`src/rtl/grid_min_cost_path_assert.svh`:
```
// ---------------------------------------------------------------------------
// grid_min_cost_path assertion macros
// Implication checks clocked on clk and disabled while rst_n is low.
// ---------------------------------------------------------------------------
`ifndef GRID_MIN_COST_PATH_ASSERT_SVH
`define GRID_MIN_COST_PATH_ASSERT_SVH

// same-cycle implication
`define GMCP_ASSERT_SAME(label, ante, cons) \
  label: assert property (@(posedge clk) disable iff (!rst_n) (ante) |-> (cons)) \
    else $error("grid_min_cost_path check failed");

// next-cycle implication
`define GMCP_ASSERT_NEXT(label, ante, cons) \
  label: assert property (@(posedge clk) disable iff (!rst_n) (ante) |=> (cons)) \
    else $error("grid_min_cost_path check failed");

`endif

```
`src/rtl/gmcp_pkg.sv`:
```
// ---------------------------------------------------------------------------
// gmcp_pkg
// Types and constants of the grid minimum-cost path search.
// ---------------------------------------------------------------------------
`default_nettype none

package gmcp_pkg;

  localparam int COST_W   = 22;
  localparam logic [COST_W-1:0] COST_MAX = 22'h3FFFFF;
  localparam int DIM_W    = 4;
  localparam int CFG_DW   = 32;
  localparam int CFG_AW   = 5;

  localparam logic [2:0] REG_GRID_ROWS = 3'd0;
  localparam logic [2:0] REG_GRID_COLS = 3'd1;
  localparam logic [2:0] REG_START_ROW = 3'd2;
  localparam logic [2:0] REG_START_COL = 3'd3;
  localparam logic [2:0] REG_END_ROW   = 3'd4;
  localparam logic [2:0] REG_END_COL   = 3'd5;

  localparam logic [1:0] DIR_UP    = 2'd0;
  localparam logic [1:0] DIR_DOWN  = 2'd1;
  localparam logic [1:0] DIR_LEFT  = 2'd2;
  localparam logic [1:0] DIR_RIGHT = 2'd3;

  typedef enum logic [3:0] {
    S_IDLE,
    S_CHK0,
    S_CHK1,
    S_CHK2,
    S_SCAN,
    S_NB,
    S_RLX,
    S_PATH_RD,
    S_PATH_WT,
    S_EMIT_RD,
    S_EMIT_WR,
    S_NONE
  } state_t;

endpackage

`default_nettype wire

```
`src/rtl/grid_min_cost_path.sv`:
```
// ---------------------------------------------------------------------------
// grid_min_cost_path
// Loads a weighted grid cell by cell, then runs a 4-neighbour Dijkstra
// search with one shared compare/add unit and streams out the path.
// ---------------------------------------------------------------------------
//  channel | direction | handshake          | payload
//  in_     | input     | in_valid/in_ready  | cell_weight
//  out_    | output    | out_valid/out_ready| found, total_cost, path_row/col, last_step
//  cfg_    | APB slave | psel/penable       | six 4-bit registers at 4*i
//
//  Loading accepts one cell per cycle. After the last cell the search runs:
//  each settle step scans all T cells of the single-port best-cost memory,
//  then relaxes up to four neighbours of the chosen cell. The path walk
//  follows the predecessors from the end cell back to the start; emission
//  then streams the path cells out. in_ready is low from the last cell until the
//  final result is in the output register. Reset is synchronous, active low;
//  the output register holds while out_ready is low.
`default_nettype none

module grid_min_cost_path
  import gmcp_pkg::*;
#(
  parameter int MAX_ROWS    = 8,
  parameter int MAX_COLS    = 8,
  parameter int WEIGHT_BITS = 16
) (
  input  wire logic                   clk,
  input  wire logic                   rst_n,
  input  wire logic                   in_valid,
  output logic                        in_ready,
  input  wire logic [WEIGHT_BITS-1:0] in_cell_weight,
  output logic                        out_valid,
  input  wire logic                   out_ready,
  output logic                        out_found,
  output logic [COST_W-1:0]           out_total_cost,
  output logic [DIM_W-1:0]            out_path_row,
  output logic [DIM_W-1:0]            out_path_col,
  output logic                        out_last_step,
  input  wire logic                   cfg_psel,
  input  wire logic                   cfg_penable,
  input  wire logic                   cfg_pwrite,
  input  wire logic [CFG_AW-1:0]      cfg_paddr,
  input  wire logic [CFG_DW-1:0]      cfg_pwdata,
  output logic [CFG_DW-1:0]           cfg_prdata,
  output logic                        cfg_pready
);

  localparam int CELLS  = MAX_ROWS * MAX_COLS;
  localparam int CELL_W = (CELLS > 1) ? $clog2(CELLS) : 1;
  localparam int CNT_W  = $clog2(CELLS + 1);
  localparam int PW     = CNT_W + 8;
  localparam int SUM_W  = ((COST_W > WEIGHT_BITS) ? COST_W : WEIGHT_BITS) + 1;
  localparam int PR_W   = CELL_W + 2 * DIM_W;

  // configuration
  logic [DIM_W-1:0] rows_cfg_r, cols_cfg_r, srow_r, scol_r, erow_r, ecol_r;
  logic             cfg_wr;
  logic [2:0]       cfg_idx;

  // memories
  logic [WEIGHT_BITS-1:0] wmem [CELLS];
  logic [COST_W-1:0]      bcmem [CELLS];
  logic [PR_W-1:0]        prmem [CELLS];
  logic [2*DIM_W-1:0]     stk [CELLS];
  logic [WEIGHT_BITS-1:0] w_q_r;
  logic [COST_W-1:0]      bc_q_r;
  logic [PR_W-1:0]        pr_q_r;
  logic [2*DIM_W-1:0]     stk_q_r;
  logic [CELLS-1:0]       valid_r, settled_r;

  state_t state_r, state_nxt;

  logic [CNT_W-1:0]  ld_idx_r, ld_eff;
  logic              ld_last, in_acc;
  logic [DIM_W-1:0]  rows, cols;
  logic [CNT_W-1:0]  total;
  logic [PW-1:0]     total_full, s_full, e_full;
  logic [CELL_W-1:0] s_idx, e_idx;
  logic              ends_ok;

  // scan
  logic [CNT_W-1:0]  scan_i_r;
  logic [DIM_W-1:0]  scan_row_r, scan_col_r;
  logic              p_v_r;
  logic [CELL_W-1:0] p_idx_r;
  logic [DIM_W-1:0]  p_row_r, p_col_r;
  logic              have_u_r, cand, scan_done, scan_init;
  logic [COST_W-1:0] bu_r;
  logic [CELL_W-1:0] u_idx_r;
  logic [DIM_W-1:0]  u_row_r, u_col_r;

  // relax
  logic [1:0]        k_r;
  logic              nb_ok;
  logic [CELL_W-1:0] nb_v, v_r;
  logic [SUM_W-1:0]  sum;
  logic [COST_W-1:0] nd;
  logic              better;

  // path
  logic [CNT_W-1:0]  n_r, ptr_r;
  logic [CELL_W-1:0] c_idx_r;
  logic [DIM_W-1:0]  c_row_r, c_col_r;
  logic [COST_W-1:0] total_r;
  logic              out_free;

  logic [CELL_W-1:0] w_addr, bc_addr;

  // -------------------------------------------------------------------------
  // grid geometry
  // -------------------------------------------------------------------------
  always_comb begin
    if (rows_cfg_r == '0) rows = DIM_W'(1);
    else if (32'(rows_cfg_r) > MAX_ROWS) rows = DIM_W'(MAX_ROWS);
    else rows = rows_cfg_r;
    if (cols_cfg_r == '0) cols = DIM_W'(1);
    else if (32'(cols_cfg_r) > MAX_COLS) cols = DIM_W'(MAX_COLS);
    else cols = cols_cfg_r;
  end

  assign total_full = PW'(rows) * PW'(cols);
  assign total      = total_full[CNT_W-1:0];
  assign s_full     = PW'(srow_r - DIM_W'(1)) * PW'(cols) + PW'(scol_r - DIM_W'(1));
  assign e_full     = PW'(erow_r - DIM_W'(1)) * PW'(cols) + PW'(ecol_r - DIM_W'(1));
  assign s_idx      = s_full[CELL_W-1:0];
  assign e_idx      = e_full[CELL_W-1:0];
  assign ends_ok    = (srow_r != '0) && (srow_r <= rows) && (scol_r != '0) &&
                      (scol_r <= cols) && (erow_r != '0) && (erow_r <= rows) &&
                      (ecol_r != '0) && (ecol_r <= cols);

  assign ld_eff  = (ld_idx_r >= total) ? '0 : ld_idx_r;
  assign ld_last = ((ld_eff + CNT_W'(1)) == total);
  assign in_acc  = in_valid && in_ready;
  assign out_free = !out_valid || out_ready;

  assign scan_done = (scan_i_r == total) && !p_v_r;
  assign cand = p_v_r && valid_r[p_idx_r] && !settled_r[p_idx_r] &&
                (!have_u_r || (bc_q_r < bu_r));

  // neighbour of the cell being settled
  always_comb begin
    nb_ok  = 1'b0;
    nb_v   = u_idx_r;
    case (k_r)
      DIR_UP: begin
        nb_ok  = (u_row_r > DIM_W'(1));
        nb_v   = u_idx_r - CELL_W'(cols);
      end
      DIR_DOWN: begin
        nb_ok  = (u_row_r < rows);
        nb_v   = u_idx_r + CELL_W'(cols);
      end
      DIR_LEFT: begin
        nb_ok  = (u_col_r > DIM_W'(1));
        nb_v   = u_idx_r - CELL_W'(1);
      end
      DIR_RIGHT: begin
        nb_ok  = (u_col_r < cols);
        nb_v   = u_idx_r + CELL_W'(1);
      end
      default: nb_ok = 1'b0;
    endcase
  end

  // shared add and compare
  assign sum = SUM_W'(bu_r) + ((v_r == e_idx) ? '0 : SUM_W'(w_q_r));
  assign nd  = (sum > SUM_W'(COST_MAX)) ? COST_MAX : sum[COST_W-1:0];
  assign better = (w_q_r != '0) && (!valid_r[v_r] || (nd < bc_q_r));

  // -------------------------------------------------------------------------
  // next state
  // -------------------------------------------------------------------------
  always_comb begin
    state_nxt = state_r;
    case (state_r)
      S_IDLE:    if (in_acc && ld_last) state_nxt = S_CHK0;
      S_CHK0:    state_nxt = ends_ok ? S_CHK1 : S_NONE;
      // start weight is back here, end weight in S_CHK2
      S_CHK1:    state_nxt = (w_q_r == '0) ? S_NONE : S_CHK2;
      S_CHK2:    state_nxt = (w_q_r == '0) ? S_NONE : S_SCAN;
      S_SCAN: begin
        if (scan_done) begin
          if (!have_u_r) state_nxt = S_NONE;
          else if (u_idx_r == e_idx) state_nxt = S_PATH_RD;
          else state_nxt = S_NB;
        end
      end
      S_NB: begin
        if (nb_ok) state_nxt = S_RLX;
        else if (k_r == DIR_RIGHT) state_nxt = S_SCAN;
      end
      S_RLX:     state_nxt = (k_r == DIR_RIGHT) ? S_SCAN : S_NB;
      S_PATH_RD: state_nxt = (c_idx_r == s_idx) ? S_EMIT_RD : S_PATH_WT;
      S_PATH_WT: state_nxt = S_PATH_RD;
      S_EMIT_RD: state_nxt = S_EMIT_WR;
      S_EMIT_WR: begin
        if (out_free) state_nxt = (ptr_r == '0) ? S_IDLE : S_EMIT_RD;
      end
      S_NONE:    if (out_free) state_nxt = S_IDLE;
      default:   state_nxt = S_IDLE;
    endcase
  end

  // -------------------------------------------------------------------------
  // state outputs: ready and memory read addresses
  // -------------------------------------------------------------------------
  always_comb begin
    in_ready  = (state_r == S_IDLE);
    scan_init = (state_nxt == S_SCAN) && (state_r != S_SCAN);
    w_addr    = nb_v;
    bc_addr   = nb_v;
    case (state_r)
      S_CHK0:  w_addr = s_idx;
      S_CHK1:  w_addr = e_idx;
      S_SCAN:  bc_addr = scan_i_r[CELL_W-1:0];
      default: w_addr = nb_v;
    endcase
  end

  // -------------------------------------------------------------------------
  // configuration port
  // -------------------------------------------------------------------------
  assign cfg_pready = 1'b1;
  assign cfg_idx    = cfg_paddr[4:2];
  assign cfg_wr     = cfg_psel && cfg_penable && cfg_pwrite;

  always_comb begin
    cfg_prdata = '0;
    case (cfg_idx)
      REG_GRID_ROWS: cfg_prdata = CFG_DW'(rows_cfg_r);
      REG_GRID_COLS: cfg_prdata = CFG_DW'(cols_cfg_r);
      REG_START_ROW: cfg_prdata = CFG_DW'(srow_r);
      REG_START_COL: cfg_prdata = CFG_DW'(scol_r);
      REG_END_ROW:   cfg_prdata = CFG_DW'(erow_r);
      REG_END_COL:   cfg_prdata = CFG_DW'(ecol_r);
      default:       cfg_prdata = '0;
    endcase
  end

  // -------------------------------------------------------------------------
  // memories
  // -------------------------------------------------------------------------
  always_ff @(posedge clk) begin
    if (in_acc) wmem[ld_eff[CELL_W-1:0]] <= in_cell_weight;
    w_q_r <= wmem[w_addr];
  end

  always_ff @(posedge clk) begin
    if (state_r == S_CHK2) bcmem[s_idx] <= '0;
    else if (state_r == S_RLX && better) bcmem[v_r] <= nd;
    bc_q_r <= bcmem[bc_addr];
  end

  always_ff @(posedge clk) begin
    if (state_r == S_RLX && better) prmem[v_r] <= {u_idx_r, u_row_r, u_col_r};
    pr_q_r <= prmem[c_idx_r];
  end

  always_ff @(posedge clk) begin
    if (state_r == S_PATH_RD) stk[n_r[CELL_W-1:0]] <= {c_row_r, c_col_r};
    stk_q_r <= stk[ptr_r[CELL_W-1:0]];
  end

  // -------------------------------------------------------------------------
  // control registers
  // -------------------------------------------------------------------------
  always_ff @(posedge clk) begin
    if (!rst_n) begin
      state_r    <= S_IDLE;
      ld_idx_r   <= '0;
      out_valid  <= 1'b0;
      rows_cfg_r <= DIM_W'(8);
      cols_cfg_r <= DIM_W'(8);
      srow_r     <= DIM_W'(1);
      scol_r     <= DIM_W'(1);
      erow_r     <= DIM_W'(8);
      ecol_r     <= DIM_W'(8);
      valid_r    <= '0;
      settled_r  <= '0;
      p_v_r      <= 1'b0;
      have_u_r   <= 1'b0;
    end else begin
      state_r <= state_nxt;
      // a register write restarts loading
      if (cfg_wr && cfg_idx <= REG_END_COL) ld_idx_r <= '0;
      else if (in_acc) ld_idx_r <= ld_last ? '0 : ld_eff + CNT_W'(1);
      if (cfg_wr) begin
        case (cfg_idx)
          REG_GRID_ROWS: rows_cfg_r <= cfg_pwdata[DIM_W-1:0];
          REG_GRID_COLS: cols_cfg_r <= cfg_pwdata[DIM_W-1:0];
          REG_START_ROW: srow_r     <= cfg_pwdata[DIM_W-1:0];
          REG_START_COL: scol_r     <= cfg_pwdata[DIM_W-1:0];
          REG_END_ROW:   erow_r     <= cfg_pwdata[DIM_W-1:0];
          REG_END_COL:   ecol_r     <= cfg_pwdata[DIM_W-1:0];
          default:       ;
        endcase
      end
      if ((state_r == S_EMIT_WR || state_r == S_NONE) && out_free) out_valid <= 1'b1;
      else if (out_valid && out_ready) out_valid <= 1'b0;

      // clear search flags at search start
      if (state_r == S_CHK2) begin
        valid_r   <= CELLS'(1) << s_idx;
        settled_r <= '0;
      end
      if (state_r == S_RLX && better) valid_r[v_r] <= 1'b1;

      if (scan_init) begin
        p_v_r    <= 1'b0;
        have_u_r <= 1'b0;
      end else if (state_r == S_SCAN) begin
        p_v_r <= (scan_i_r != total);
        if (cand) have_u_r <= 1'b1;
        if (scan_done && have_u_r) settled_r[u_idx_r] <= 1'b1;
      end
    end
  end

  // -------------------------------------------------------------------------
  // datapath registers
  // -------------------------------------------------------------------------
  always_ff @(posedge clk) begin
    if (scan_init) begin
      scan_i_r   <= '0;
      scan_row_r <= DIM_W'(1);
      scan_col_r <= DIM_W'(1);
    end else if (state_r == S_SCAN) begin
      if (scan_i_r != total) begin
        scan_i_r <= scan_i_r + CNT_W'(1);
        if (scan_col_r == cols) begin
          scan_col_r <= DIM_W'(1);
          scan_row_r <= scan_row_r + DIM_W'(1);
        end else begin
          scan_col_r <= scan_col_r + DIM_W'(1);
        end
      end
      p_idx_r <= scan_i_r[CELL_W-1:0];
      p_row_r <= scan_row_r;
      p_col_r <= scan_col_r;
      if (cand) begin
        bu_r    <= bc_q_r;
        u_idx_r <= p_idx_r;
        u_row_r <= p_row_r;
        u_col_r <= p_col_r;
      end
      if (scan_done) begin
        k_r     <= DIR_UP;
        total_r <= bu_r;
        n_r     <= '0;
        c_idx_r <= e_idx;
        c_row_r <= erow_r;
        c_col_r <= ecol_r;
      end
    end

    case (state_r)
      S_NB: begin
        v_r <= nb_v;
        if (!nb_ok) k_r <= k_r + 2'd1;
      end
      S_RLX: k_r <= k_r + 2'd1;
      S_PATH_RD: begin
        n_r   <= n_r + CNT_W'(1);
        ptr_r <= n_r;
      end
      S_PATH_WT: begin
        // step to the predecessor
        {c_idx_r, c_row_r, c_col_r} <= pr_q_r;
      end
      S_EMIT_WR: begin
        if (out_free && ptr_r != '0) ptr_r <= ptr_r - CNT_W'(1);
      end
      default: ;
    endcase

    if (state_r == S_EMIT_WR && out_free) begin
      out_found      <= 1'b1;
      out_total_cost <= total_r;
      out_path_row   <= stk_q_r[2*DIM_W-1:DIM_W];
      out_path_col   <= stk_q_r[DIM_W-1:0];
      out_last_step  <= (ptr_r == '0);
    end else if (state_r == S_NONE && out_free) begin
      out_found      <= 1'b0;
      out_total_cost <= '0;
      out_path_row   <= '0;
      out_path_col   <= '0;
      out_last_step  <= 1'b1;
    end
  end

  // -------------------------------------------------------------------------
  // assertions
  // -------------------------------------------------------------------------
`include "grid_min_cost_path_assert.svh"

  `GMCP_ASSERT_NEXT(a_hold_stalled, out_valid && !out_ready, out_valid && $stable(out_found) && $stable(out_total_cost) && $stable(out_path_row) && $stable(out_path_col) && $stable(out_last_step))
  `GMCP_ASSERT_SAME(a_none_is_last, out_valid && !out_found, out_last_step)
  `GMCP_ASSERT_SAME(a_none_zero, out_valid && !out_found,
                    out_total_cost == '0 && out_path_row == '0 && out_path_col == '0)
  `GMCP_ASSERT_SAME(a_found_cell, out_valid && out_found,
                    out_path_row != '0 && out_path_col != '0)

endmodule

`default_nettype wire
```
`config.mk`:
```
export PLATFORM = sky130hd
export DESIGN_NAME = grid_min_cost_path
export DESIGN_NICKNAME = d
export VERILOG_FILES = /design/src/rtl/gmcp_pkg.sv /design/src/rtl/grid_min_cost_path.sv
export VERILOG_INCLUDE_DIRS = /design/src /design/src/rtl
export SDC_FILE = /design/constraint.sdc
export NUM_CORES = 2
export LEC_CHECK = 0
export ABC_AREA = 1
export BUFFER_PORTS_ARGS = -buffer_cell sky130_fd_sc_hd__buf_2
export CORE_MARGIN = 4
export CORE_UTILIZATION = 35
export DETAILED_ROUTE_END_ITERATION = 8
export PLACE_DENSITY = 0.63
export SLEW_MARGIN = 20
export SYNTH_ARGS = -nofsm -noshare
export SYNTH_HDL_FRONTEND = slang
export SYNTH_SLANG_ARGS = --single-unit
```
`constraint.sdc`:
```
create_clock -name clk -period 9.8 [get_ports clk]
set_clock_uncertainty 0.05 [all_clocks]
set_input_delay 0.98 -clock clk [delete_from_list [all_inputs] [get_ports clk]]
set_output_delay 0.98 -clock clk [all_outputs]
set_load 0.01 [all_outputs]
```
After elaboration in Yosys (flattened, before gate mapping)
Memory sizes are Yosys's and may differ from the RTL's. A register that Yosys moved wholly into a read port is not among the register bits.
Cells that the tools add are included.
- flip-flop bits (word level): 321
- bits in writable memories: 3840
- input port bits: 60
- memories kept: 4
- add/subtract/negate cells: 18
- multipliers: 3
- magnitude comparators: 20
- eq/ne operators: 31
- shifts and indexed selects: 1
- mux-type cells: 92
- bitwise operators: 4
- reduce and logical (&&, ||, !) cells: 74
- memories (name ; depth ; bits a word ; rd ports ; clocked after memory_dff ; write ports ; RTL line ; RTL):
    bcmem ; 64 ; 22 ; 1 ; 1 ; 1 ; grid_min_cost_path.sv:62 ; logic [COST_W-1:0] bcmem [CELLS];
    wmem ; 64 ; 16 ; 1 ; 1 ; 1 ; grid_min_cost_path.sv:61 ; logic [WEIGHT_BITS-1:0] wmem [CELLS];
    prmem ; 64 ; 14 ; 1 ; 1 ; 1 ; grid_min_cost_path.sv:63 ; logic [PR_W-1:0] prmem [CELLS];
    stk ; 64 ; 8 ; 1 ; 1 ; 1 ; grid_min_cost_path.sv:64 ; logic [2*DIM_W-1:0] stk [CELLS];
- operator list (cell ; count):
    $mux W64 ; 8
    $or A64 B64 Y64 ; 2
    $mux W4 ; 27
    $mux W22 ; 4
    $shl A1 B6 Y64 const A ; 1
    $mux W7 ; 7
    $pmux W4 S12 ; 1
    $lt A22 B22 Y1 ; 2
    $mux W6 ; 6
    $logic_and A1 B1 Y1 ; 27
    $pmux W4 S6 ; 1
    $pmux W6 S4 ; 1
    $add A22 B16 Y23 ; 1
    $gt A23 B22 Y1 const B ; 1
    $mux W1 ; 22
    $reduce_or A22 Y1 ; 1
    $add A7 B1 Y7 const B ; 3
    $lt A6 B7 Y1 const B ; 3
    $eq A4 B3 Y1 const B ; 5
    $reduce_and A2 Y1 ; 10
    $sub A4 B1 Y5 const B ; 4
    $bmux W1 S6 ; 3
    $eq A6 B6 Y1 ; 3
    $eq A4 B4 Y1 const B ; 4
    other kinds (50) ; 96

Logic depth before layout (Yosys ltp)
- word-level depth: 19
- mapped depth: 57
- depth with buffers taken out: 54

Worst setup path before layout
OpenSTA, ideal clock, no wires.
- kind: flip-flop to flip-flop
- start point: register cols_cfg_r[1]
- end point: memory bcmem[0][20], data pin
- library setup time: 0.588 ns
- arrival time: 9.182 ns
- required time: 9.162 ns
- path slack: -0.020 ns
- stages on the path, launching flop included: 50
- clock period less this slack: 9.820 ns
- path through: dfxtp_1 -> o21ai_0 -> nand2_1 -> clkbuf_1 -> nor2_1 -> fa_1 -> fa_1 -> inv_1 -> fa_1 -> inv_1 -> ha_1 -> o21ai_0 -> nand2_1 -> nand2b_1 -> nand3_1 -> nand2_1 -> inv_1 -> nand2_1 -> (+14 left out) -> inv_1 -> clkbuf_1 -> buf_1 -> nand2_1 -> ha_1 -> a21oi_1 -> o21ai_0 -> nand3_1 -> nand2_1 -> nand2_1 -> a21oi_1 -> a211oi_1 -> nand2_1 -> nand2_2 -> nand2_4 -> buf_2 -> buf_2 -> a31oi_1
- cells in the longest elaborated chain, start to end: 19
- ends and longest elaborated chain (element ; RTL line ; RTL):
    start: declaration ; grid_min_cost_path.sv:56 ; logic [DIM_W-1:0] rows_cfg_r, cols_cfg_r, srow_r, scol_r, erow_r, ecol_r;
    start signal: assignment ; grid_min_cost_path.sv:290 ; REG_GRID_COLS: cols_cfg_r <= cfg_pwdata[DIM_W-1:0];
    $gt A4 B4 Y1 ; grid_min_cost_path.sv:117 ; else if (32'(cols_cfg_r) > MAX_COLS) cols = DIM_W'(MAX_COLS);
    $mux W4 ; grid_min_cost_path.sv:117 ;
    $mux W4 (*) ; grid_min_cost_path.sv:116 ; if (cols_cfg_r == '0) cols = DIM_W'(1);
    $mul A5 B5 Y6 (*) ; grid_min_cost_path.sv:124 ; assign e_full = PW'(erow_r - DIM_W'(1)) * PW'(cols) + PW'(ecol_r - DIM_W'(1));
    $add A6 B5 Y6 (*) ; grid_min_cost_path.sv:124 ;
    $eq A6 B6 Y1 (*) ; grid_min_cost_path.sv:166 ; assign sum = SUM_W'(bu_r) + ((v_r == e_idx) ? '0 : SUM_W'(w_q_r));
    $mux W16 (*) ; grid_min_cost_path.sv:166 ;
    $add A22 B16 Y23 (*) ; grid_min_cost_path.sv:166 ;
    (+3 left out) ; - ;
    $logic_or A1 B1 Y1 ; grid_min_cost_path.sv:168 ; assign better = (w_q_r != '0) && (!valid_r[v_r] || (nd < bc_q_r));
    $logic_and A1 B1 Y1 ; grid_min_cost_path.sv:168 ;
    $logic_and A1 B1 Y1 ; grid_min_cost_path.sv:250 ; else if (state_r == S_RLX && better) bcmem[v_r] <= nd;
    $mux W1 ; grid_min_cost_path.sv:250 ;
    $mux W1 ; grid_min_cost_path.sv:249 ; if (state_r == S_CHK2) bcmem[s_idx] <= '0;
    $mux W1 (implied by the code) ; grid_min_cost_path.sv:250 ;
    $reduce_or A22 Y1 (no source line) ; - ;
    $mux W22 (no source line) (*) ; - ;
    end: declaration ; grid_min_cost_path.sv:62 ;
Every way passes the cells marked *; elsewhere a longest branch is shown, timed or not.

Worst setup path after layout
- start point: register erow_r[0]
- end point: memory bcmem[5][20], data pin
- cells in the longest elaborated chain, start to end: 17
- ends and longest elaborated chain (element ; RTL line ; RTL):
    start: declaration ; grid_min_cost_path.sv:56 ;
    start signal: assignment ; grid_min_cost_path.sv:293 ; REG_END_ROW: erow_r <= cfg_pwdata[DIM_W-1:0];
    $sub A4 B1 Y5 (*) ; grid_min_cost_path.sv:124 ;
    $mul A5 B5 Y6 (*) ; grid_min_cost_path.sv:124 ;
    $add A6 B5 Y6 (*) ; grid_min_cost_path.sv:124 ;
    $eq A6 B6 Y1 (*) ; grid_min_cost_path.sv:166 ;
    $mux W16 (*) ; grid_min_cost_path.sv:166 ;
    $add A22 B16 Y23 (*) ; grid_min_cost_path.sv:166 ;
    $gt A23 B22 Y1 ; grid_min_cost_path.sv:167 ; assign nd = (sum > SUM_W'(COST_MAX)) ? COST_MAX : sum[COST_W-1:0];
    $mux W22 (*) ; grid_min_cost_path.sv:167 ;
    $lt A22 B22 Y1 ; grid_min_cost_path.sv:168 ;
    $logic_or A1 B1 Y1 ; grid_min_cost_path.sv:168 ;
    $logic_and A1 B1 Y1 ; grid_min_cost_path.sv:168 ;
    $logic_and A1 B1 Y1 ; grid_min_cost_path.sv:250 ;
    $mux W1 ; grid_min_cost_path.sv:250 ;
    $mux W1 ; grid_min_cost_path.sv:249 ;
    $mux W1 (implied by the code) ; grid_min_cost_path.sv:250 ;
    $reduce_or A22 Y1 (no source line) ; - ;
    $mux W22 (no source line) (*) ; - ;
Marks and branches as above.

==> impl_metrics.tcl <==
set metrics [dict create \
    outcome "finished, final reports clean" \
    slowest_stage "buf_4" \
    cts_hold_buf 0 \
    arrival_ps 9700 \
    dp_hpwl_microns 284000 \
    cp_max_fo 64 \
    synth_top_area_share_pct 69.5 \
    die_height_microns 709 \
    routed_wl_microns 499000 \
    utilization_pct 39.5 \
    grtUsageTotal_pct 19.0 \
    netlist_top_cells_count "edfxtp_1 (3977), nor2_1 (2791), o21ai_0 (2106)" \
    cts_tree "yes" \
    met3_usage_pct 3.67 \
    drtPass1Iterations 9 \
    fp.dieW_microns 709 \
    busiest_layer "met2" \
    hold_path_class "input port to flop" \
    power_mw 39.6 \
    reg2reg_slack_ps 690 \
    cts.path.max_buffers 4 \
    wl_per_cell_microns 24.3 \
    met1_usage_pct 26.6 \
    drv_slew 0 \
    ir_worst_vdd_uv 179 \
    cts-htree-levels 5 \
    crit_type "flop to flop" \
    initialDrtViolationCount 14900 \
    grt_max_degree 197 \
    cp-start-kind "flop" \
    synth_edf_count 3977 \
    fin_crit_ps 9110 \
    grt_pass1_wl_microns 726000 \
    rr_endpoint "bcmem[5][20]" \
    setup_violations 0 \
    drv_cap 0 \
    use_met2_pct 29.4 \
    hold_viol_final 0 \
    gp_congestion 0.924 \
    endpoint "bcmem[5][20]" \
    ant_nets 0 \
    ys_top_cells_by_area "edfxtp_1 (69%), o21ai_0 (6.1%), nor2_1 (6.1%)" \
    vias 114000 \
    cts_root_buf "clkbuf_16" \
    antenna_found_initial 21 \
    drc 0 \
    syn_area_sq_mm 0.172 \
    powerDensity_mw_per_mm2 204 \
    initial_core_util_pct 35.1 \
    synth.most_common_cell "edfxtp_1" \
    cts_buffers 408 \
    syn_avg_cell_area_sq_um 12.5 \
    maxSlewHeadroom_pct 23.3 \
    path_common_cell "nand2_1" \
    synth_cell_types 67 \
    cp-startpoint "erow_r[0]" \
    insertion_delay_ps 1030 \
    coreArea_sq_mm 0.490 \
    nets 13900 \
    dieArea_sq_mm 0.503 \
    area_growth_pct 12.6 \
    synth-main-ff-cell "edfxtp_1" \
    finalCritPeriodShare_pct 92.9 \
    min-delay-start "cfg_pwdata[1]" \
    rows 257 \
    final_layout_size_suffix_gt1_share_pct 8.65 \
    syn_inst 13800 \
    worst_pin_slew_ps 1140 \
    grt_overflow 0 \
    grt_pass1_vias 107000 \
    portBuffers 67 \
    ys_warn_count 0 \
    yosys.area.top_type "edfxtp_1" \
    clk_pin_slew_ps 60 \
    via_per_inst 5.59 \
    cts.sinks 4221 \
    fmax_mhz 110 \
    reg2reg_depth 48 \
    cp.required_ps 10390 \
    synth-seq-area-share_pct 72.3 \
    endpoint_kind "flop" \
    async_flop_share_pct 0 \
    ios 127 \
    leakage_nw 58.8 \
    ys_ff_latch 4221 \
    critPathMaxStageDelay_ps 660 \
    r2r-start "erow_r[0]" \
]
cell families (layout without fill, tap and decap cells):
family                     Yosys count  count (layout)  share of synthesized area [%]
AOI/OAI and AO/OA                 3692            3694                           12.9
buffers and inverters             1481            1687                           3.40
adders and majority gates          162             162                           1.27
and+or+nand+nor                   4130            4130                           9.74
xor gates and xnor gates            82              82                          0.426
DFF                               4221            4221                           72.3
other                                2              42                        0.00437
power breakdown:
group / leakage [nW] / switching [mW] / total [mW] / internal, mW
sequential: 34.9 / 0.111 / 19.7 / 19.6
combinational: 17.7 / 3.36 / 4.61 / 1.25
clock: 6.20 / 6.84 / 15.2 / 8.39
total: 58.8 / 10.3 / 39.6 / 29.3
critical path: cells and delay by family (launching register included):
| family | cells | cell delay (ps) |
|---|---|---|
| flops | 1 | 400 |
| fa+ha+maj | 6 | 2380 |
| buf+inv | 10 | 1790 |
| compound gates | 7 | 1090 |
| simple gates | 24 | 2730 |
| xor+xnor | 1 | 210 |
timing repair:
item / 4_1_cts / 5_1_grt
endpoints found under the setup margin: 0 / 3712
buffers inserted: 0 / 6
resized for setup: 0 / 132
layout by cell type, fill, tap and decap left out, types with 20 or more instances in the layout:
cell type and n:
buf_2 67, clkinvlp_4 49, o211ai_1 230, nor2_2 69, inv_1 449, clkbuf_1 102, buf_12 35, nor3_1 35
edfxtp_1 3977, nand3_1 595, xnor2_1 28, nor2_1 2717, nor2_4 21, a21oi_4 23, nand2_1 575, ha_1 140
o22ai_1 454, inv_2 26, o221ai_1 435, a22oi_1 32, xor2_1 51, clkbuf_16 413, o21ai_0 2106, a32oi_1 67
dfxtp_1 244, clkinv_1 97, fa_1 22, conb_1 29, buf_6 52, buf_4 254, nand4_1 50, a21oi_1 182
bufinv_16 20, o311ai_0 57, clkinv_2 66
registers in the layout, indices dropped and copies added, names as in the netlist, 22 cells and up:
register	cells
wmem	1024
bcmem	1408
valid_r	64
total_r	22
bc_q_r	22
prmem	896
bu_r	22
stk	512
out_total_cost	22
settled_r	64
worst min path at each step:
| stage | end | depth (start not counted) |
|---|---|---|
| floorplan | u_col_r[0] | 0 |
| global placement | u_row_r[1] | 0 |
| detailed placement | u_row_r[0] | 0 |
| CTS | rows_cfg_r[1] | 3 |
| global route | rows_cfg_r[1] | 3 |
| finish | rows_cfg_r[1] | 3 |
per-stage QoR:
step | instances | hold WS (ps) | setup WS, ps | area [sq um] | setup TNS [ps]
2_1_floorplan | 13800 | 350 | 71.7 | 172000 | 0
3_3_place_gp | 19700 | 351 | 181 | 180000 | 0
3_5_place_dp | 19700 | 356 | 212 | 180000 | 0
4_1_cts | 20500 | 242 | 154 | 193000 | 0
5_1_grt | 20500 | 259 | -22.8 | 194000 | -515
6_report | 20500 | 284 | 695 | 194000 | 0
routing by layer:
metal / share of wire (%) / wire length, microns
met4: 3.8 / 18900
met1: 41 / 205000
met3: 9.7 / 48300
met2: 45 / 226000
met5: 0.0024 / 12
area by class of cell:
type | count | area [sq um]
tap | 6475 | 8100
sequential | 4221 | 124000
clock inverter | 218 | 1870
clock buffer | 528 | 10900
multi-input combinational | 8097 | 42700
antenna | 13 | 32.5
inverter | 531 | 2200
timing repair buffer | 410 | 3570
fill | 45500 | 296000
Power figures use the tool's default switching activity.
